## src/sv/msort_ram.sv

```systemverilog
// Generic single-write, single-read RAM with registered read data.
// No dependencies.
`timescale 1ns / 1ps
`default_nettype none

module msort_ram #(
  parameter int unsigned WIDTH = 32,
  parameter int unsigned DEPTH = 64
) (
  input  wire logic                     clk_i,
  input  wire logic                     we_i,
  input  wire logic [$clog2(DEPTH)-1:0] waddr_i,
  input  wire logic [WIDTH-1:0]         wdata_i,
  input  wire logic [$clog2(DEPTH)-1:0] raddr_i,
  output logic      [WIDTH-1:0]         rdata_o
);

  logic [WIDTH-1:0] mem_q [DEPTH];

  always_ff @(posedge clk_i) begin
    if (we_i) begin
      mem_q[waddr_i] <= wdata_i;
    end
    rdata_o <= mem_q[raddr_i];
  end

endmodule

`default_nettype wire

```

## config.mk

```make
export PLATFORM = sky130hd
export DESIGN_NAME = msort_ram
export DESIGN_NICKNAME = d
export VERILOG_FILES = /design/src/sv/msort_ram.sv
export SDC_FILE = /design/constraint.sdc
export NUM_CORES = 2
export LEC_CHECK = 0
export BUFFER_PORTS_ARGS = -buffer_cell sky130_fd_sc_hd__buf_2
export CELL_PAD_IN_SITES_DETAIL_PLACEMENT = 2
export CELL_PAD_IN_SITES_GLOBAL_PLACEMENT = 2
export CORE_UTILIZATION = 46
export DETAILED_ROUTE_END_ITERATION = 10
export PLACE_DENSITY = 0.75
export SLEW_MARGIN = 20
export SYNTH_ARGS = -nofsm -noshare
export SYNTH_HDL_FRONTEND = slang
export SYNTH_SLANG_ARGS = --single-unit
```

## constraint.sdc

```tcl
create_clock -name clk_i -period 3 [get_ports clk_i]
set_clock_uncertainty 0.2 [all_clocks]
set_input_delay 0 -clock clk_i [delete_from_list [all_inputs] [get_ports clk_i]]
set_output_delay 0 -clock clk_i [all_outputs]
set_load 0.02 [all_outputs]
```

* Word-level counts from Yosys, hierarchy flattened
Memory sizes are Yosys's and may differ from the RTL's. A register that Yosys moved wholly into a read port is not among the register bits.
Cells that the tools add are included.
** Storage, ports and cells
- Register bits :: 0
- Memory bits (writable) :: 2048
- Bits of input ports :: 46
- Output and inout bits :: 32
- Logic and storage cells :: 3
- Memories kept :: 1
** Memory list
- mem_q :: depth 64, bits a word 32, read ports 1, clocked after memory_dff 1, wr ports 1, RTL line 18 : logic [WIDTH-1:0] mem_q [DEPTH];
** Operators by class
- Multiplexer cells :: 2
** Operators by type and width (number)
- $mux W1 :: 2

* Logic depth before layout (Yosys ltp)
- Depth in word-level cells :: 2
- Mapped depth :: 10
- Depth with buffers taken out :: 5

* Least setup slack after synthesis
Ideal clock, no wire load.
- Path kind :: input to register
- From :: input port waddr_i[3]
- To :: memory mem_q[48][0], enable pin
- Library setup time :: 461 ps
- Arrival time :: 2699 ps
- Required time :: 2339 ps
- Slack :: -360 ps
- Stages :: 4
- Path buffers :: 1
- Cells stage by stage :: clkbuf_1 nor2b_1 nand4b_1 nor3_1
** RTL lines
- start, declared :: RTL line 12 : input wire logic [$clog2(DEPTH)-1:0] waddr_i,
- end, declared :: RTL line 18
No word-level cell before the write port.

==> reports/metrics.csv <==
metric;value;unit
cts_setup_buffers;0;
yosysSeqAreaShare;79.1;%
start_kind;primary input;
rr_worst_depth;5;
drt-initial-drc-count;5338;
worst_pin_slew;1.06;ns
post_synth_num_cell_types;34;
antenna_left;0;
grt_pass1_vias;43900;
overflow;0;
ys_ff_latch;2080;
synth_fp_nets;3370;
drv_cap;0;
dp_slack;-0.0457;ns
grt.total_usage;32.5;%
postCtsResizedCells;0;
io-pin-count;78;
setup_ws;0.0564;ns
place_congestion;0.751;
ys.flop_type;edfxtp_1;
power.total;0.0622;W
htree_levels;4;
drive_gt1_share;30.8;%
rsz0062_at_grt;false;
cts_buffers;213;
synthArstFlopShare;0;%
max_slew_margin;29.1;%
grt_max_degree;65;
wl;278000;microns
fmax;340;MHz
core;169000;sq um
drv_slew;0;
wl_per_cell;45.5;microns
finalCritPeriodShare;98.1;%
layout_min_cycle_time;2.94;ns
crit_arrival;3.46;ns
clock-sinks;2080;
synth.avg_cell_area;23.6;sq um
final_util;53.9;%
num_vias;41000;
clk_pin_slew;0.07;ns
cellPowerDensity;682;nW/um^2
top_usage_layer;met2;
floorplan.die.height;415;microns
clk_latency;0.86;ns
hold_viol_final;0;
peakVddDrop;0.000653;V
synth_common_cells;edfxtp_1 (2,048), mux4_2 (544), nor2_1 (137);
hold_depth;2;
crit_type;primary input to flip-flop;
fillerInstances;13900;
min_path_type;primary input to flip-flop;
hpwl;153000;microns
outcome;completed;
critPathMaxFanout;32;
antenna_found_initial;10;
setup_viol_count_final;0;
dr.pass1.iters;5;
finalNonFillerCells;6112;
vias_per_cell;6.71;
yosysMostFrequentCell;edfxtp_1;
ys.warnings.count;0;
nets;3754;
synthToLayoutAreaGrowth;16.3;%
synth_area_leaders;edfxtp_1 (78%), mux4_2 (16%), mux2i_1 (1.2%);
grtUsageMet2;54.8;%
grtUsageMet1;43.9;%
synth_area_leader_cell;edfxtp_1;
die_area;172000;sq um
worstPathRequired;3.51;ns
ctsHoldBuffers;50;
grt_use_met3;4.55;%
grt_first_pass_wirelength;381000;microns
cts-root-buf;clkbuf_16;
end_kind;flip-flop;
clockBufferDepth;3;
num_rows;151;
start_util;46.3;%
dpl.cell_count;5655;
io_buffers;77;
drc;0;
synth.top_cell.area_share;78.3;%
cts_tree;built;
fp.dieW;415;microns
synth_area;78500;sq um
syn-instance-count;3324;
p_leak;28.6;nW
synth_edf_count;2048;
logic make-up (layout without fill, tap and decap cells):
kind of cell / after synthesis / in the layout / synth area share, %
simple gates: 223 / 223 / 1.27
other cells: 0 / 6 / 0
buf+inv: 182 / 746 / 1.13
mux: 637 / 637 / 16.8
compound gates: 202 / 202 / 1.67
flops: 2080 / 2080 / 79.1
placed cells by master, fill, tap and decap left out, drive strengths merged, types with 15 or more instances in the layout:
cell         synthesis  layout
buf                108     299
o221ai              27      27
clkbuf              74     302
nand2               26      26
edfxtp            2048    2048
a21oi               62      62
mux2i               93      93
dlygate4sd3          0      52
o22ai               84      84
dfxtp               32      32
clkinv               0      75
nor2b               15      15
mux4               544     544
nor2               137     137
flip-flops by register name (all words and copies together) (netlist names):
name and flops:
rdata_o 32, mem_q 2048
cell type report:
| cell class | count | area, sq um | area share [%] |
|---|---|---|---|
| sequential | 2080 | 62100 | 68.1 |
| clock buffer | 302 | 5910 | 6.48 |
| multi-input combinational | 1062 | 16000 | 17.5 |
| tap | 2218 | 2780 | 3.04 |
| timing repair buffer | 351 | 3760 | 4.12 |
| antenna | 6 | 15.0 | 0.0164 |
| clock inverter | 93 | 694 | 0.761 |
worst max-delay path: stages:
cell and delay [ns]:
dlygate4sd3_1 0.57, buf_8 0.43, buf_4 0.47, buf_4 0.37, mux4_2 0.58, o221ai_1 0.32, a21oi_1 0.07, a21oi_1 0.46
nor2_1 0.13
power breakdown:
group	leakage (nW)	internal, W	total, W	switching, W
sequential	18.7	0.0322	0.0324	0.000182
combinational	6.64	0.00124	0.00337	0.00213
clock	3.23	0.0145	0.0265	0.0120
layer usage:
metal,share of wire [%],up-vias
li1,-,15100
met1,39,23100
met2,51,2356
met3,7.0,470
met4,3.4,4
met5,0.010,-
stage by stage:
step | hold WS, ns | TNS [ns] | area, sq um
global placement | 0.225 | 0 | 84000
detailed placement | 0.221 | -0.0457 | 84000
global route | 0.0356 | 0 | 91300
finish | 0.0521 | 0 | 91300
floorplan | -0.101 | 0 | 78500
CTS | 0.0513 | 0 | 91100
path summary, 6_finish.rpt:
path | slack, ns | endpoint | startpoint
setup / recovery | 0.06 | rdata_o[25] | raddr_i[1]
hold / removal | 0.05 | mem_q[38][5] | wdata_i[5]
setup reg to reg | 0.46 | rdata_o[7] | mem_q[43][7]
hold reg to reg | 0.64 | rdata_o[20] | mem_q[28][20]
Power figures use the tool's default switching activity.
