## src/sv/msort_pkg.sv

```systemverilog
// Shared types and constants for the merge sort engine.
// Holds the sequencer state enum and the control/status structs of the merge unit.
`timescale 1ns / 1ps
`default_nettype none

package msort_pkg;

  localparam int unsigned DATA_W = 32;

  typedef enum logic [3:0] {
    S_LOAD,
    S_RUN,
    S_FETCH_L,
    S_FETCH_R,
    S_WAIT_R,
    S_MERGE,
    S_REFILL_L,
    S_REFILL_R,
    S_OUT_RD,
    S_OUT_LD,
    S_OUT_HOLD
  } state_e;

  typedef struct packed {
    logic load_l;   // capture read data as the left head
    logic load_r;   // capture read data as the right head
    logic l_avail;  // left run still has elements
    logic r_avail;  // right run still has elements
  } merge_ctrl_t;

  typedef struct packed {
    logic                     take_left;
    logic signed [DATA_W-1:0] winner;
  } merge_stat_t;

endpackage

`default_nettype wire

```

## src/sv/msort_merge.sv

```systemverilog
// Merge unit: left and right head registers and the shared signed comparator.
// Depends on msort_pkg for the control and status structs.
`timescale 1ns / 1ps
`default_nettype none

module msort_merge (
  input  wire logic                                clk_i,
  input  wire msort_pkg::merge_ctrl_t              ctrl_i,
  input  wire logic signed [msort_pkg::DATA_W-1:0] rdata_i,
  output msort_pkg::merge_stat_t                   stat_o
);

  logic signed [msort_pkg::DATA_W-1:0] lhead_q;
  logic signed [msort_pkg::DATA_W-1:0] rhead_q;

  always_ff @(posedge clk_i) begin
    if (ctrl_i.load_l) begin
      lhead_q <= rdata_i;
    end
    if (ctrl_i.load_r) begin
      rhead_q <= rdata_i;
    end
  end

  // Ties go to the left run so that the merge stays stable.
  always_comb begin
    stat_o.take_left = ctrl_i.l_avail && (!ctrl_i.r_avail || (lhead_q <= rhead_q));
    stat_o.winner    = stat_o.take_left ? lhead_q : rhead_q;
  end

endmodule

`default_nettype wire

```

## config.mk

```make
export PLATFORM = sky130hd
export DESIGN_NAME = msort_merge
export DESIGN_NICKNAME = d
export VERILOG_FILES = /design/src/sv/msort_pkg.sv /design/src/sv/msort_merge.sv
export SDC_FILE = /design/constraint.sdc
export NUM_CORES = 1
export LEC_CHECK = 0
export ABC_AREA = 1
export BUFFER_PORTS_ARGS = -buffer_cell sky130_fd_sc_hd__clkbuf_2
export CORE_ASPECT_RATIO = 0.7
export CORE_UTILIZATION = 55
export CTS_CLUSTER_DIAMETER = 200
export DETAILED_ROUTE_END_ITERATION = 12
export GPL_TIMING_DRIVEN = 0
export PLACE_DENSITY = 0.8
export REMOVE_ABC_BUFFERS = 1
export SYNTH_ARGS = -nofsm -noshare
export SYNTH_HDL_FRONTEND = slang
export SYNTH_SLANG_ARGS = --single-unit
```

## constraint.sdc

```tcl
create_clock -name clk_i -period 5.35 [get_ports clk_i]
set_input_delay 0.2675 -clock clk_i [delete_from_list [all_inputs] [get_ports clk_i]]
set_output_delay 0.2675 -clock clk_i [all_outputs]
set_load 0.02 [all_outputs]
```

# Yosys cells after proc, flatten, opt, wreduce, memory -nomap -nowiden
# Index checks and enable logic that the tools add are counted.
# classes
order_cmp,1
n_mux,1
reduce_logical,3
# ops
cell,n
32-bit less-or-equal comparator,1
32-bit 2-to-1 mux,1
1-bit logical AND,1
1-bit zero test,1
1-bit logical OR,1
# totals
regBits,64
out_inout_bits,33

# Logic depth before layout (Yosys ltp)
# Gate-level depths: netlist of the first run.
# depth
ltp_word,4
mapped_depth,19
depth_no_buf,18

# Worst setup path before layout of the first run
# Ideal clock, no wire load.
# synth_path
path_type,reg-to-output
start,reg lhead_q[31] (netlist bit)
end,out stat_o[10] (netlist bit)
arrival_time_ps,1896
setup_slack_ps,3187
path_stages_with_launch,12
cell_sequence,edfxtp_1 -> ha_1 -> nand2_1 -> nor2_2 -> nand2_1 -> nor3b_2 -> nand2_1 -> o21a_1 -> nand3_2 -> buf_4 -> nand3_1 -> nand2_1
# synth_rtl
element,line_no,rtl
start: declaration,msort_merge.sv:13,logic signed [msort_pkg::DATA_W-1:0] lhead_q;
start signal: assignment,msort_merge.sv:18,lhead_q <= rdata_i;
end: declaration,msort_merge.sv:10,output msort_pkg::merge_stat_t stat_o

==> out/metrics.yaml, run 1 <==
ys_ff_latch: 64
ir_worst_vdd_v: 0.000193
viasPerCell: 5.10
firstDrtPassIters: 4
postCtsResizedCells: 0
vias: 2376
antenna_cells: 0
synth_top_family_by_area: "simple AND/OR/NAND/NOR gates"
maxCapViolations: 0
slowest_stage: "nand2_4"
antenna_found_initial: 0
postCtsSetupBuffers: 0
period_minus_slack_ns: 3.73
async_flop_share: 0
multi_input_area_mm2: 0.00114
place.gp.congestion: 0.751
path_class: "register to primary output"
yosys_warnings: 0
seqCellArea_mm2: 0.00192
relSlewSlack: 0.401
holdPathStages: 1
cp_top_family: "simple AND/OR/NAND/NOR gates"
critPathBufInv: 1
start_util: 0.573
clockRootBuffer: "clkbuf_8"
p_leak_nw: 1.90
drtIter0Drc: 118
clock_path_buffers: 2
fin_setup_tns_ns: 0
p_total_w: 0.00120
dieArea_mm2: 0.00632
cts_hold_buf: 0
drive_gt1_frac: 0.212
hold_path.class: "primary input to register"
synthMuxAreaShare: 0
syn2layout_area_growth_pct: 15.5
syn_avg_cell_area_um2: 10.4
drc: 0
synth_top_area_cell: "edfxtp_1"
grt_max_degree: 34
synth_area_leaders: "edfxtp_1, ha_1, nand2_1"
synthAdderAreaFrac: 0.121
synth-seq-area-share: 0.583
outcome: "complete, no violations"
hpwl_um: 4150
synth_xor_area_frac: 0
synth-edff-count: 64
hold_start: "rdata_i[31]"
cpMostUsedCell: "nand2_1"
track_usage: 0.209
period_share: 0.697
rsz0062_at_grt: "no"
cp_cell_sequence: "ha_1, nand2_1, nor2_1, nand2_1, nor3b_2, nand2_1, nand3_1, nand3_2, nand2_4, nand2_1, nand2_1, clkbuf_2"
fillCellCount: 459
coreArea_mm2: 0.00576
cts_buffers: 9
fmax_mhz: 268
max_stage_delay_ns: 0.62
wl_um: 6150
io_pins: 70
path_max_fanout: 33
synth_compound_area_frac: 0.0334
die_h_um: 66.8
clk_pin_slew_ns: 0.06
synth.distinct_cells: 18
ys.flop_type: "edfxtp_1"
hold_violations: 0
drtAntennaViolNets: 0
die_x_um: 94.6
setup.worst_path.end_class: "primary output"
overflow: 0
postPlaceCellArea_mm2: 0.00367
cts_sinks: 64
grt_pass1_vias: 2184
design_area_mm2: 0.00381
synth-simple-area-share: 0.192
wl_per_cell_um: 13.2
io_buffers: 69
rows: 23
powerDensity_mw_per_mm2: 316
slew_viol_final: 0
nets: 457
synthCells: 318
yosysTopAreaCellShare: 0.583
worstPathArrival_ns: 3.46
htreeDepth: 3
cts_tree: "done"
synth.cell_area_mm2: 0.00330
grt_pass1_wl_um: 9330
min_to: "lhead_q[31]"
cp.required_ns: 5.08
final-setup-viol-count: 0
cp-start-kind: "register"
worst_pin_slew_ns: 0.898
final_core_util: 0.662
power breakdown:
part | switching (W) | leakage [nW] | total (W) | internal [W]
clock | 0.000160 | 0.0737 | 0.000320 | 0.000161
sequential | 0.0000201 | 0.626 | 0.000618 | 0.000598
combinational | 0.000175 | 1.20 | 0.000265 | 0.0000909
cells in the final DEF (no fill, tap or decap):
master    instances
clkbuf_1          3
edfxtp_1         64
nand4_1           2
nor2_1            7
clkinv_2          1
nor2_2            1
a21o_1            1
nand3_1          35
nand2_4           1
nor3b_2           1
clkbuf_2         69
inv_1            43
clkinv_1          1
nand2_1         101
a21oi_1          14
nand3_2           1
ha_1             32
o21ai_0           2
clkbuf_8          9
o21a_1            3
layer usage:
| metal | track usage | up-vias | share of wire |
|---|---|---|---|
| li1 | - | 1205 | - |
| met1 | 0.243 | 1089 | 0.44 |
| met2 | 0.345 | 75 | 0.47 |
| met5 | 0 | - | 0 |
| met3 | 0.0890 | 7 | 0.080 |
| met4 | 0.0814 | 0 | 0.0096 |
layout make-up:
class	instances	area share
inverters	43	0.0424
clock buffers	12	0.0355
repair buffers	69	0.0906
well taps	75	0.0246
multi-input cells	201	0.300
flip-flops and latches	64	0.504
clock inverters	2	0.00230
synthesized netlist by cell type (2+ instances only):
| master | count |
|---|---|
| clkbuf_1 | 4 |
| nand2_1 | 101 |
| nand3_1 | 35 |
| a21oi_1 | 14 |
| nor2_1 | 7 |
| inv_1 | 43 |
| o21ai_0 | 2 |
| buf_4 | 3 |
| ha_1 | 32 |
| buf_6 | 3 |
| nand4_1 | 2 |
| o21a_1 | 3 |
| edfxtp_1 | 64 |
through the flow:
step                std cells  setup WS (ns)  hold slack, ns
floorplan                 308           2.78           0.366
global placement          452           2.05           0.456
detailed placement        452           1.94           0.460
CTS                       466           1.56          0.0984
global route              466           1.37          0.0967
finish                    466           1.62           0.116
cell families after synthesis:
kind of cell | Yosys count
flip-flops | 64
buffers and inverters | 53
AND/OR/NAND/NOR | 149
adder cells (fa/ha/maj) | 32
AO/OA/AOI/OAI | 20
sequential cells by signal (all words and copies together) (netlist names):
signal / count
rhead_q: 32
lhead_q: 32
worst max path at each step:
stage | start | to | cells past startpoint
2_1_floorplan | lhead_q[31] | stat_o[0] | 11
3_3_place_gp | lhead_q[23] | stat_o[1] | 12
3_5_place_dp | lhead_q[23] | stat_o[30] | 12
4_1_cts | lhead_q[23] | stat_o[30] | 12
5_1_grt | lhead_q[23] | stat_o[12] | 12
6_report | lhead_q[23] | stat_o[30] | 12
Note: power is estimated with default switching activity, not from simulation.
==> run 2, diff against run 1 <==
--- a/config.mk
+++ b/config.mk
@@ -8,11 +8,11 @@
 export ABC_AREA = 1
 export BUFFER_PORTS_ARGS = -buffer_cell sky130_fd_sc_hd__clkbuf_2
 export CORE_ASPECT_RATIO = 0.7
-export CORE_UTILIZATION = 55
+export CORE_UTILIZATION = 54
 export CTS_CLUSTER_DIAMETER = 200
 export DETAILED_ROUTE_END_ITERATION = 12
 export GPL_TIMING_DRIVEN = 0
-export PLACE_DENSITY = 0.8
+export PLACE_DENSITY = 0.79
 export REMOVE_ABC_BUFFERS = 1
 export SYNTH_ARGS = -nofsm -noshare
 export SYNTH_HDL_FRONTEND = slang
==> constraint.sdc (replaced) <==
create_clock -name clk_i -period 3.55 [get_ports clk_i]
set_input_delay 0.1775 -clock clk_i [delete_from_list [all_inputs] [get_ports clk_i]]
set_output_delay 0.1775 -clock clk_i [all_outputs]
set_load 0.02 [all_outputs]
==> run 2 against run 1 <==
Compared with the run above:
- worst setup slack worse by 1.2 ns
- critical path depth is 1 higher
- sequential share of layout area is 0.69 points lower
- sequential power is 51% higher
- combinational power is 52% higher
- largest power group unchanged
- highest routed layer is now met3
==> out/metrics.yaml, run 2 (synthesized netlist as in run 1, its figures left out) <==
outcome: "complete, no violations"
final_cell_mix: "nand2_1, clkbuf_2, edfxtp_1"
highest_layer: "met3"
hold_path.class: "primary input to register"
drtAntennaViolNets: 0
cpMostUsedCell: "nand2_1"
drive_gt1_frac: 0.219
cts_buffers: 9
p_leak_nw: 1.92
rows: 23
p_switching_w: 0.000546
die_h_um: 67.4
period_minus_slack_ns: 3.14
nets: 457
start_util: 0.567
ir_worst_vdd_v: 0.000353
cp.required_ns: 3.37
fmax_mhz: 319
stdcell_count: 468
p_total_w: 0.00191
place.gp.congestion: 0.771
coreArea_mm2: 0.00581
relSlewSlack: 0.423
path_class: "register to primary output"
holdPathStages: 1
die_x_um: 95.4
dieArea_mm2: 0.00643
fin_setup_tns_ns: 0
path_max_fanout: 33
grt_max_degree: 34
postCtsSetupBuffers: 0
viasPerCell: 5.01
clock_path_buffers: 2
worst_pin_slew_ns: 0.865
slowest_stage: "edfxtp_1"
slew_viol_final: 0
drc: 0
wl_per_cell_um: 13.0
seqPwrFrac: 0.489
cts_sinks: 64
grt_pass1_wl_um: 9540
antenna_cells: 0
clockRootBuffer: "clkbuf_8"
track_usage: 0.207
grt_pass1_vias: 2196
cp-start-kind: "register"
htreeDepth: 3
final-setup-viol-count: 0
setup.worst_path.end_class: "primary output"
combinationalPowerShare: 0.212
overflow: 0
power.internal_w: 0.00136
firstDrtPassIters: 4
cp_cell_sequence: "ha_1, a21oi_1, o21ai_0, a21oi_1, nand2_1, nand2_1, nand2_1, nand2_1, nand3_4, nand2_8, nand2_1, nand2_1, clkbuf_2"
hold_ws_ns: 0.0267
hpwl_um: 4150
wl_met2_um: 2850
reg_top3: "lhead_q: 32 flops, rhead_q: 32 flops"
worstPathArrival_ns: 2.96
antenna_found_initial: 0
cts_tree: "done"
drtIter0Drc: 125
p_clk_frac: 0.300
route.met3.wl_um: 495
swShare: 0.286
rsz0062_at_grt: "no"
io_buffers: 69
wl_um: 6060
period_share: 0.884
drt-met1-wl_um: 2720
hold_violations: 0
max_stage_delay_ns: 0.41
vias: 2343
powerDensity_mw_per_mm2: 494
syn2layout_area_growth_pct: 17.1
layout.cells.most_common: "nand2_1"
maxCapViolations: 0
io_pins: 70
dpl.cell_count: 452
clk_pin_slew_ns: 0.07
-- run 2: changes by cell type in the layout (fill, tap and decap cells not counted), sizes merged --
cell / change
bufinv: +1
clkinv: +1
-- run 2: critical path, delay by kind of cell (launching register included) --
kind            cells  cell delay, ns
compound gates      3            0.45
fa+ha+maj           1            0.33
buf+inv             1            0.17
flops               1            0.41
simple gates        8            1.24
-- run 2: repair_timing --
item                       CTS  global route
hold buffers                 0             0
setup endpoints to repair   32             0
gates resized for setup      2             0
hold endpoints to repair     0             0
-- run 2: stage by stage --
step | utilization | instance area, um2 | setup WS, ns
6_report | 0.664 | 3860 | 0.411
5_1_grt | 0.664 | 3860 | 0.149
4_1_cts | 0.664 | 3860 | 0.359
3_5_place_dp | 0.631 | 3670 | 0.269
3_3_place_gp | 0.631 | 3670 | 0.327
2_1_floorplan | - | 3230 | 1.07
-- run 2: routing by layer --
layer	vias up	global-route usage
met2	84	0.347
li1	1206	-
met4	0	0.0560
met3	0	0.0833
met5	-	0
met1	1053	0.250
-- run 2: area by class of cell --
cell class	count	area, um2
clock buffer	12	135
clock inverter	4	45.0
fill	465	1950
inverter	43	161
multi-input combinational	201	1160
sequential	64	1920
tap	75	93.8
timing repair buffer	69	345
-- run 2: power by group through the flow --
| stage | Sequential [W] | Combinational [W] | Clock [W] |
|---|---|---|---|
| after floorplan | 0.000939 | 0.000255 | 0 |
| after global placement | 0.000943 | 0.000391 | 0 |
| after detailed placement | 0.000947 | 0.000402 | 0 |
| after CTS | 0.000931 | 0.000409 | 0.000590 |
| after global routing | 0.000939 | 0.000459 | 0.000618 |
| final | 0.000932 | 0.000403 | 0.000572 |
-- run 2: final timing paths --
check | from | end | slack (ns)
max | lhead_q[15] | stat_o[22] | 0.41
min | rdata_i[13] | rhead_q[13] | 0.03
